### src/paged_bump_allocator_unit_assert.svh
// Assertion macros for the paged bump allocator unit.
// Each expects clk and arst_n in scope.
`ifndef PAGED_BUMP_ALLOCATOR_UNIT_ASSERT_SVH
`define PAGED_BUMP_ALLOCATOR_UNIT_ASSERT_SVH

// Same-cycle implication.
`define PBA_ASSERT_IMP(lbl, pre, post) \
	lbl: assert property (@(posedge clk) disable iff (!arst_n) (pre) |-> (post)) \
		else $error("assertion failed");

// Next-cycle implication.
`define PBA_ASSERT_NXT(lbl, pre, post) \
	lbl: assert property (@(posedge clk) disable iff (!arst_n) (pre) |=> (post)) \
		else $error("assertion failed");

`endif

### src/pba_pkg.sv
`timescale 1ns / 1ps

package pba_pkg;

	localparam int MAX_PAGES      = 16;
	localparam int PAGE_W         = $clog2(MAX_PAGES);
	localparam int OFF_W          = 13;
	localparam int HDR_W          = 7;
	localparam int CFG_IDX_W      = 2;

	localparam logic [OFF_W-1:0] PAGE_BYTES_MAX   = 13'd4096;
	localparam logic [OFF_W-1:0] PAGE_BYTES_RESET = 13'd4096;
	localparam logic [HDR_W-1:0] HEADER_RESET     = 7'd24;

	typedef enum logic [1:0] {
		ST_DONE      = 2'd0,
		ST_OVERSIZE  = 2'd1,
		ST_EXHAUSTED = 2'd2
	} status_t;

	typedef enum logic {
		MODE_ALLOC   = 1'b0,
		MODE_RELEASE = 1'b1
	} mode_t;

	typedef enum logic [CFG_IDX_W-1:0] {
		CFG_PAGE_BYTES   = 2'd0,
		CFG_HEADER_BYTES = 2'd1
	} cfg_idx_t;

	// request seen by every cell during the search cycle
	typedef struct packed {
		logic [OFF_W-1:0] size;
		logic [OFF_W-1:0] page_end;
		logic [HDR_W-1:0] hdr;
	} req_t;

	// commit strobes, decided from the chain result
	typedef struct packed {
		logic release_all;
		logic take;
		logic open_new;
	} upd_t;

	// travels from the newest page down to page 0
	typedef struct packed {
		logic              hit;
		logic [PAGE_W-1:0] hit_idx;
		logic [OFF_W-1:0]  hit_off;
		logic              new_hit;
		logic [PAGE_W-1:0] new_idx;
	} chain_t;

endpackage

### src/pba_cell.sv
`timescale 1ns / 1ps

// One page: open flag and free offset.
module pba_cell (
	input  logic                       clk,
	input  logic                       arst_n,
	input  logic [pba_pkg::PAGE_W-1:0] cell_idx,
	input  pba_pkg::req_t              req,
	input  pba_pkg::upd_t              upd,
	input  logic                       open_below,
	output logic                       open,
	input  pba_pkg::chain_t            dn_in,
	output pba_pkg::chain_t            dn_out
);

	logic                      open_q;
	logic [pba_pkg::OFF_W-1:0] off_q;
	logic [pba_pkg::OFF_W-1:0] room;
	logic [pba_pkg::OFF_W-1:0] hdr_ext;
	logic                      is_base;
	logic                      fit;
	logic                      take;
	logic                      opener;

	assign is_base = (cell_idx == '0);
	assign hdr_ext = pba_pkg::OFF_W'(req.hdr);
	assign room    = (off_q < req.page_end) ? (req.page_end - off_q) : '0;
	assign fit     = open_q && (req.size <= room);
	assign take    = fit && !dn_in.hit;
	// first closed page above the open run
	assign opener  = !open_q && open_below;
	assign open    = open_q;

	always_comb begin
		dn_out = dn_in;
		if (take) begin
			dn_out.hit     = 1'b1;
			dn_out.hit_idx = cell_idx;
			dn_out.hit_off = off_q;
		end
		if (opener) begin
			dn_out.new_hit = 1'b1;
			dn_out.new_idx = cell_idx;
		end
	end

	always_ff @(posedge clk or negedge arst_n) begin
		if (!arst_n) begin
			open_q <= is_base;
			off_q  <= pba_pkg::OFF_W'(pba_pkg::HEADER_RESET);
		end else if (upd.release_all) begin
			open_q <= is_base;
			if (is_base) begin
				off_q <= hdr_ext;
			end
		end else if (upd.take && take) begin
			off_q <= off_q + req.size;
		end else if (upd.open_new && opener) begin
			open_q <= 1'b1;
			off_q  <= hdr_ext + req.size;
		end
	end

endmodule

### src/paged_bump_allocator_unit.sv
`timescale 1ns / 1ps
// A result item is registered when the page cells search and commit, in the
// cycle after acceptance; a new input item is not taken while one is held, and
// the next item is taken once the result is posted.
// A result that is not taken holds the search cycle until the output frees.
// Reset (arst_n low, async): page_bytes 4096, header_bytes 24, page 0 open at 24.

module paged_bump_allocator_unit (
	input  logic                          clk,
	input  logic                          arst_n,
	// input items
	input  logic                          s_tvalid,
	output logic                          s_tready,
	input  logic [15:0]                   s_tdata,   // [12:0] request_size, rest zero
	input  logic [0:0]                    s_tuser,   // [0] mode
	// result items
	output logic                          m_tvalid,
	input  logic                          m_tready,
	output logic [23:0]                   m_tdata,   // [3:0] page_index, [16:4] byte_offset
	output logic [1:0]                    m_tuser,   // [1:0] status
	// configuration writes
	input  logic                          cfg_valid,
	output logic                          cfg_ready,
	input  logic [pba_pkg::CFG_IDX_W-1:0] cfg_index,
	input  logic [15:0]                   cfg_data
);

	localparam int NP = pba_pkg::MAX_PAGES;

	// configuration
	logic [pba_pkg::OFF_W-1:0] page_bytes_q;
	logic [pba_pkg::HDR_W-1:0] header_bytes_q;

	// held request
	logic                      busy_q;
	logic                      mode_q;
	logic [pba_pkg::OFF_W-1:0] size_q;

	// result register
	logic                       out_valid_q;
	pba_pkg::status_t           status_q;
	logic [pba_pkg::PAGE_W-1:0] page_q;
	logic [pba_pkg::OFF_W-1:0]  offset_q;

	logic                      in_acc;
	logic                      out_free;
	logic                      commit;
	logic [pba_pkg::OFF_W-1:0] page_end;
	logic [pba_pkg::OFF_W-1:0] hdr_ext;
	logic [pba_pkg::OFF_W-1:0] fresh_room;
	logic                      oversize;
	logic                      is_release;

	pba_pkg::req_t   req;
	pba_pkg::upd_t   upd;
	pba_pkg::chain_t dn [0:NP];
	logic [NP-1:0]   open_vec;

	assign cfg_ready = 1'b1;
	assign s_tready  = !busy_q;
	assign in_acc    = s_tvalid && s_tready;
	assign out_free  = !out_valid_q || m_tready;
	assign commit    = busy_q && out_free;

	assign m_tvalid = out_valid_q;
	assign m_tuser  = status_q;
	assign m_tdata  = {7'd0, offset_q, page_q};

	always_ff @(posedge clk or negedge arst_n) begin
		if (!arst_n) begin
			page_bytes_q   <= pba_pkg::PAGE_BYTES_RESET;
			header_bytes_q <= pba_pkg::HEADER_RESET;
		end else if (cfg_valid) begin
			case (cfg_index)
				pba_pkg::CFG_PAGE_BYTES:   page_bytes_q   <= cfg_data[pba_pkg::OFF_W-1:0];
				pba_pkg::CFG_HEADER_BYTES: header_bytes_q <= cfg_data[pba_pkg::HDR_W-1:0];
				default: ;
			endcase
		end
	end

	// page end clamps to the largest page; fresh-page room checks oversize
	assign page_end   = (page_bytes_q > pba_pkg::PAGE_BYTES_MAX) ?
	                    pba_pkg::PAGE_BYTES_MAX : page_bytes_q;
	assign hdr_ext    = pba_pkg::OFF_W'(header_bytes_q);
	assign fresh_room = (hdr_ext < page_end) ? (page_end - hdr_ext) : '0;
	assign oversize   = (size_q > fresh_room);
	assign is_release = (mode_q == pba_pkg::MODE_RELEASE);

	assign req.size     = size_q;
	assign req.page_end = page_end;
	assign req.hdr      = header_bytes_q;

	// newest page is searched first: the chain runs from the top cell down
	assign dn[NP] = '0;

	genvar g;
	generate
		for (g = 0; g < NP; g++) begin : g_cell
			logic below;
			if (g == 0) begin : g_base
				assign below = 1'b1;
			end else begin : g_upper
				assign below = open_vec[g-1];
			end
			pba_cell u_cell (
				.clk        (clk),
				.arst_n     (arst_n),
				.cell_idx   (pba_pkg::PAGE_W'(g)),
				.req        (req),
				.upd        (upd),
				.open_below (below),
				.open       (open_vec[g]),
				.dn_in      (dn[g+1]),
				.dn_out     (dn[g])
			);
		end
	endgenerate

	// commit strobes from the chain result at page 0
	always_comb begin
		upd.release_all = commit && is_release;
		upd.take        = commit && !is_release && !oversize && dn[0].hit;
		upd.open_new    = commit && !is_release && !oversize && !dn[0].hit && dn[0].new_hit;
	end

	always_ff @(posedge clk or negedge arst_n) begin
		if (!arst_n) begin
			busy_q      <= 1'b0;
			out_valid_q <= 1'b0;
		end else begin
			if (in_acc) begin
				busy_q <= 1'b1;
			end else if (commit) begin
				busy_q <= 1'b0;
			end
			if (commit) begin
				out_valid_q <= 1'b1;
			end else if (m_tready) begin
				out_valid_q <= 1'b0;
			end
		end
	end

	always_ff @(posedge clk) begin
		if (in_acc) begin
			mode_q <= s_tuser[0];
			size_q <= s_tdata[pba_pkg::OFF_W-1:0];
		end
	end

	always_ff @(posedge clk) begin
		if (commit) begin
			if (is_release) begin
				status_q <= pba_pkg::ST_DONE;
				page_q   <= '0;
				offset_q <= '0;
			end else if (oversize) begin
				status_q <= pba_pkg::ST_OVERSIZE;
				page_q   <= '0;
				offset_q <= '0;
			end else if (dn[0].hit) begin
				status_q <= pba_pkg::ST_DONE;
				page_q   <= dn[0].hit_idx;
				offset_q <= dn[0].hit_off;
			end else if (dn[0].new_hit) begin
				status_q <= pba_pkg::ST_DONE;
				page_q   <= dn[0].new_idx;
				offset_q <= hdr_ext;
			end else begin
				status_q <= pba_pkg::ST_EXHAUSTED;
				page_q   <= '0;
				offset_q <= '0;
			end
		end
	end

	`include "paged_bump_allocator_unit_assert.svh"

	// page 0 never closes
	`PBA_ASSERT_IMP(a_base_open, 1'b1, open_vec[0])
	// open pages form one run from page 0 up
	`PBA_ASSERT_IMP(a_open_run, 1'b1, (open_vec & (open_vec + NP'(1))) == '0)
	// a fresh result only ever follows a held request
	`PBA_ASSERT_IMP(a_result_source, $rose(out_valid_q), $past(busy_q))
	// an accepted item is held for the search cycle
	`PBA_ASSERT_NXT(a_accept_busy, in_acc, busy_q && !s_tready)
	// no page left to open only when every page is already open
	`PBA_ASSERT_IMP(a_exhaust_full, busy_q && !dn[0].new_hit, open_vec[NP-1])

endmodule

### config.mk
export PLATFORM = sky130hd
export DESIGN_NAME = paged_bump_allocator_unit
export DESIGN_NICKNAME = d
export VERILOG_FILES = /design/src/pba_pkg.sv /design/src/pba_cell.sv /design/src/paged_bump_allocator_unit.sv
export VERILOG_INCLUDE_DIRS = /design/src /design/src/src
export SDC_FILE = /design/constraint.sdc
export NUM_CORES = 2
export LEC_CHECK = 0
export ABC_AREA = 0
export BUFFER_PORTS_ARGS = -buffer_cell sky130_fd_sc_hd__buf_2
export CORE_MARGIN = 2
export CORE_UTILIZATION = 45
export CTS_BUF_LIST = sky130_fd_sc_hd__clkbuf_8 sky130_fd_sc_hd__clkbuf_16
export DETAILED_ROUTE_END_ITERATION = 12
export GPL_ROUTABILITY_DRIVEN = 0
export SETUP_SLACK_MARGIN = 0.1
export SYNTH_ARGS = -nofsm -noshare
export SYNTH_HDL_FRONTEND = slang
export SYNTH_SLANG_ARGS = --single-unit
### constraint.sdc
create_clock -name clk -period 15.75 [get_ports clk]
set_input_delay 3.15 -clock clk [delete_from_list [all_inputs] [get_ports clk]]
set_output_delay 3.15 -clock clk [all_outputs]
set_load 0.03 [all_outputs]
==> results.md <==
* Status: finished clean
* Layout-stage area growth over the synthesis result at 8.46%
* GRT Resource Usage Total at around a third
* Switching Fraction at roughly 52%
* Class of the worst hold path: reg -> reg
* Xor/xnor share of the synthesized area at 7.64%
* Leakage Power at ~0.019 uW
* Compound-Gate Fraction of Synth Area at between 20% and 30%
* Simple-gate share of the synthesized area at between 20% and 30%
* Time the worst path needs with I/O delays and setup at between 9000 and 10000 ps
* WS Path Type: reg -> reg
* Final Instance Count excl. Fillers at about 6300
* Initial Util at about 45%
* I/O pins at 69
* H-tree level count at 2
* Cell internal pwr at 3290 uW
* Clock group share of total power at 14.1%
* Post-DR wirelength/cell at between 20 and 30 um
* Leading post-synthesis cells by cell area: sky130_fd_sc_hd__ha_1, sky130_fd_sc_hd__dfrtp_1, sky130_fd_sc_hd__a21oi_1
* Vias post-DR at between 30000 and 40000
* DRT iter0 DRCs at 4609
* Post-route setup slack at 6300 ps
* Clk root buf: sky130_fd_sc_hd__clkbuf_16
* Die ar. at around 90000 um^2
* Number of stages on the worst hold path at 1
* Fin Setup TNS at 0 ps
* Final setup fails at 0
* Residual DRC at 0
* Die X-Extent at 299 um
* Number of antenna violations at the first check in global routing at 10
* Detailed-router iteration count before antenna repair at 6
* Synth Flop Type: sky130_fd_sc_hd__dfrtp_1
* Vias per cell at 6.36
* Insertion delay to the later sink of the worst-skew pair at about 600 ps
* Highest Clock Rate at between 0.1 and 0.15 GHz
* Dominant combinational cell family by area after synthesis: compound AO/OA/AOI/OAI gates
* Pwr/cell area at ~160 nW/um^2
* Synthesized netlist cell count at roughly 5100
* Clock transition at the register clock pins on the worst setup and hold paths after CTS at 60 ps
* Reg2Reg Setup Slack at 6300 ps
* Total congestion overflow at 0
* Share of post-route cells with drive strength above 1 at a little under 8%
* Total CTS buffers at 43
* Count of flip-flops with a built-in enable after synthesis at 33
* TritonCTS sink count at 278
* Buffer depth of the longest clock path at 3
* Row count at between 100 and 150
* Worst r2r src: page_bytes_q[12]
* Area fraction of the dominant cell type after synthesis at about 20%
* Placeable core area at 86600 um^2
* Count of max-cap constraint violations at 0
* Synthesized area divided by synthesized cell count at between 7 and 8 um^2
* Remaining max-slew budget at the tightest pin at ~19%
* Detailed Route WL at between 150 and 200 mm
* Sequential cell area fraction in the yosys report at 18.3%
* Critical Path RT at 16070 ps
* Async set-or-reset flop fraction in the synthesized netlist at roughly 88%
* Worst IR drop on VDD at around 0.11 mV
* Yosys reg bits at 278
* Number of pins exceeding their max-slew limit in the final report at 0
* Netlist area before placement at between 30000 and 40000 um^2
* Post-Route Utilization at between 40% and 50%
* Layout net count at between 5000 and 6000
* CTS tree: built
* Buffers inserted by post-CTS timing repair at 0
* Remaining number of nets flagged by the antenna check after routing at 0
* Sequential fraction of design power at about 16%
* Critical register-to-register path endpoint: offset_q[9]
* Part of the total power dissipated in combinational logic at between 60% and 70%
* Cell taking the most area after synthesis: sky130_fd_sc_hd__ha_1
* CTS resizes at 0
* # hold bufs at CTS at 0
* Hold_sp: page_bytes_q[7]
* Worst Setup Slack post-DPL at 6730 ps
* Via count of the first global-routing pass at roughly 37000
* Clock Skew at 25.6 ps
* Hold Violations, Final at 0
* Post-route clock period utilization at 60.0%
* Critical path capture point type: register
* Unrepaired setup endpoints after global routing: false
* Y dimension of the die at 299 um
* PortBufs at 54
* Cell count after placement at 6204
* P_sw at between 3000 and 4000 uW
* Critical Path Start Type: register
* Half-perimeter wire length after detailed placement at between 100 and 150 mm
* Maximum number of pins on one net before global-route repair at 121
* End point of the most critical hold path: page_bytes_q[7]
* Cell with the most instances after synthesis: sky130_fd_sc_hd__ha_1
* WP data arrival at about 9800 ps
* Unique masters post-synth at 99
* R2R cell count at 25
* Worst-path fanout max at 33
* Synth warn at 0
* Commonest cells post-synth: sky130_fd_sc_hd__ha_1, sky130_fd_sc_hd__nor2_1, sky130_fd_sc_hd__nand2_1
* Wire length of the first global-routing pass at about 230 mm
* Adder and majority gate portion of the synthesized area at just over 20%
* Tightest Pin Transition at 1210 ps
* Multiplexer area fraction after synthesis at under 10%
[registers in the layout, summed over array words and instances, names as in the netlist]
register,cells
offset_q,13
g_cell.u_cell.off_q,208
m_tvalid,1
page_bytes_q,13
g_cell.u_cell.open,15
busy_q,1
header_bytes_q,7
page_q,4
is_release,1
m_tuser,2
size_q,13
[worst max-delay path by stage]
stage / startpoint / endpoint / slack (ps) / depth (start not counted)
after floorplan: page_bytes_q[12] / offset_q[3] / 8140 / 30
after global placement: page_bytes_q[12] / offset_q[10] / 6760 / 25
after detailed placement: page_bytes_q[12] / offset_q[10] / 6730 / 25
after CTS: page_bytes_q[12] / offset_q[9] / 6700 / 25
after global routing: page_bytes_q[12] / offset_q[8] / 5890 / 26
final: page_bytes_q[12] / offset_q[9] / 6300 / 25
[power by group through the flow]
stage               combinational [uW]  sequential (uW)  clock, uW
floorplan                         3340             1080          0
global placement                  4640             1110          0
detailed placement                4690             1110          0
CTS                               4720             1100        980
global route                      5300             1120       1000
finish                            4830             1110        975
[stage by stage]
stage / total power, uW / instance area (um^2) / hold slack [ps]
after detailed placement: 5800 / 41100 / 497
after global placement: 5740 / 41100 / 492
after CTS: 6790 / 42500 / 513
after global routing: 7420 / 42500 / 521
after floorplan: 4410 / 39200 / 473
final: 6910 / 42500 / 514
[final cells by class]
cell class	count	area, um^2
fillers	8640	44100
well taps	1155	1450
multi-input cells	4292	30300
repair buffers	155	1050
flip-flops and latches	278	7170
inverters	325	1220
clock inverters	27	158
clock buffers	52	1210
diodes	3	7.51
[per-layer routing]
| metal | track usage, % | up-vias | part of all wire (%) |
|---|---|---|---|
| met2 | 53.9 | 1924 | 43 |
| met1 | 46.2 | 19000 | 41 |
| met4 | 17.9 | 2 | 6.3 |
| met3 | 6.20 | 476 | 9.8 |
| li1 | - | 18600 | - |
| met5 | 0 | - | 0.010 |
[placed cells by master (no fill, tap or decap), types with 18 or more instances in the layout]
cell type and n:
sky130_fd_sc_hd__a211o_1 28, sky130_fd_sc_hd__a211oi_1 48, sky130_fd_sc_hd__a21boi_0 18, sky130_fd_sc_hd__a21o_1 118
sky130_fd_sc_hd__a21oi_1 440, sky130_fd_sc_hd__a221oi_1 21, sky130_fd_sc_hd__a31oi_1 75, sky130_fd_sc_hd__and2_1 23
sky130_fd_sc_hd__and3_1 39, sky130_fd_sc_hd__buf_2 53, sky130_fd_sc_hd__buf_4 99, sky130_fd_sc_hd__clkbuf_16 44
sky130_fd_sc_hd__dfrtp_1 209, sky130_fd_sc_hd__dfstp_2 34, sky130_fd_sc_hd__edfxtp_1 33, sky130_fd_sc_hd__ha_1 609
sky130_fd_sc_hd__inv_1 332, sky130_fd_sc_hd__maj3_1 18, sky130_fd_sc_hd__mux2_2 24, sky130_fd_sc_hd__mux2i_1 59
sky130_fd_sc_hd__nand2_1 492, sky130_fd_sc_hd__nand2b_1 71, sky130_fd_sc_hd__nand3_1 146, sky130_fd_sc_hd__nand4_1 78
sky130_fd_sc_hd__nor2_1 492, sky130_fd_sc_hd__nor2b_1 97, sky130_fd_sc_hd__nor3_1 122, sky130_fd_sc_hd__nor4_1 22
sky130_fd_sc_hd__o211ai_1 39, sky130_fd_sc_hd__o21a_1 44, sky130_fd_sc_hd__o21ai_0 288, sky130_fd_sc_hd__o21bai_1 30
sky130_fd_sc_hd__o22ai_1 24, sky130_fd_sc_hd__o31ai_1 29, sky130_fd_sc_hd__o32ai_1 22, sky130_fd_sc_hd__o41ai_1 22
sky130_fd_sc_hd__or2_2 20, sky130_fd_sc_hd__or3_1 31, sky130_fd_sc_hd__xnor2_1 230, sky130_fd_sc_hd__xor2_1 99
[critical path: stages (launching register included)]
cell,delay [ps]
sky130_fd_sc_hd__dfstp_4,670
sky130_fd_sc_hd__buf_4,600
sky130_fd_sc_hd__nand2b_1,190
sky130_fd_sc_hd__buf_4,420
sky130_fd_sc_hd__ha_1,230
sky130_fd_sc_hd__inv_1,60
sky130_fd_sc_hd__maj3_1,350
sky130_fd_sc_hd__a21oi_1,240
sky130_fd_sc_hd__o21bai_1,110
sky130_fd_sc_hd__a21o_1,220
sky130_fd_sc_hd__a2111oi_0,650
sky130_fd_sc_hd__o41ai_1,250
sky130_fd_sc_hd__a221oi_1,370
sky130_fd_sc_hd__a31oi_1,250
sky130_fd_sc_hd__o311ai_0,230
sky130_fd_sc_hd__ha_1,200
sky130_fd_sc_hd__and4_1,250
sky130_fd_sc_hd__nand3_1,150
sky130_fd_sc_hd__o211ai_1,600
sky130_fd_sc_hd__nand2_1,450
sky130_fd_sc_hd__nor4_2,360
sky130_fd_sc_hd__buf_4,250
sky130_fd_sc_hd__nand4_1,620
sky130_fd_sc_hd__o22ai_1,760
sky130_fd_sc_hd__o21ai_0,170
sky130_fd_sc_hd__a21oi_1,450
[kinds of logic after synthesis]
kind of cell	after synthesis
multiplexers	83
XOR/XNOR	342
buffers and inverters	512
other	2
adder cells (fa/ha/maj)	645
flip-flops	278
AO/OA/AOI/OAI	1478
AND/OR/NAND/NOR	1736
Note: power is estimated with default switching activity, not from simulation.
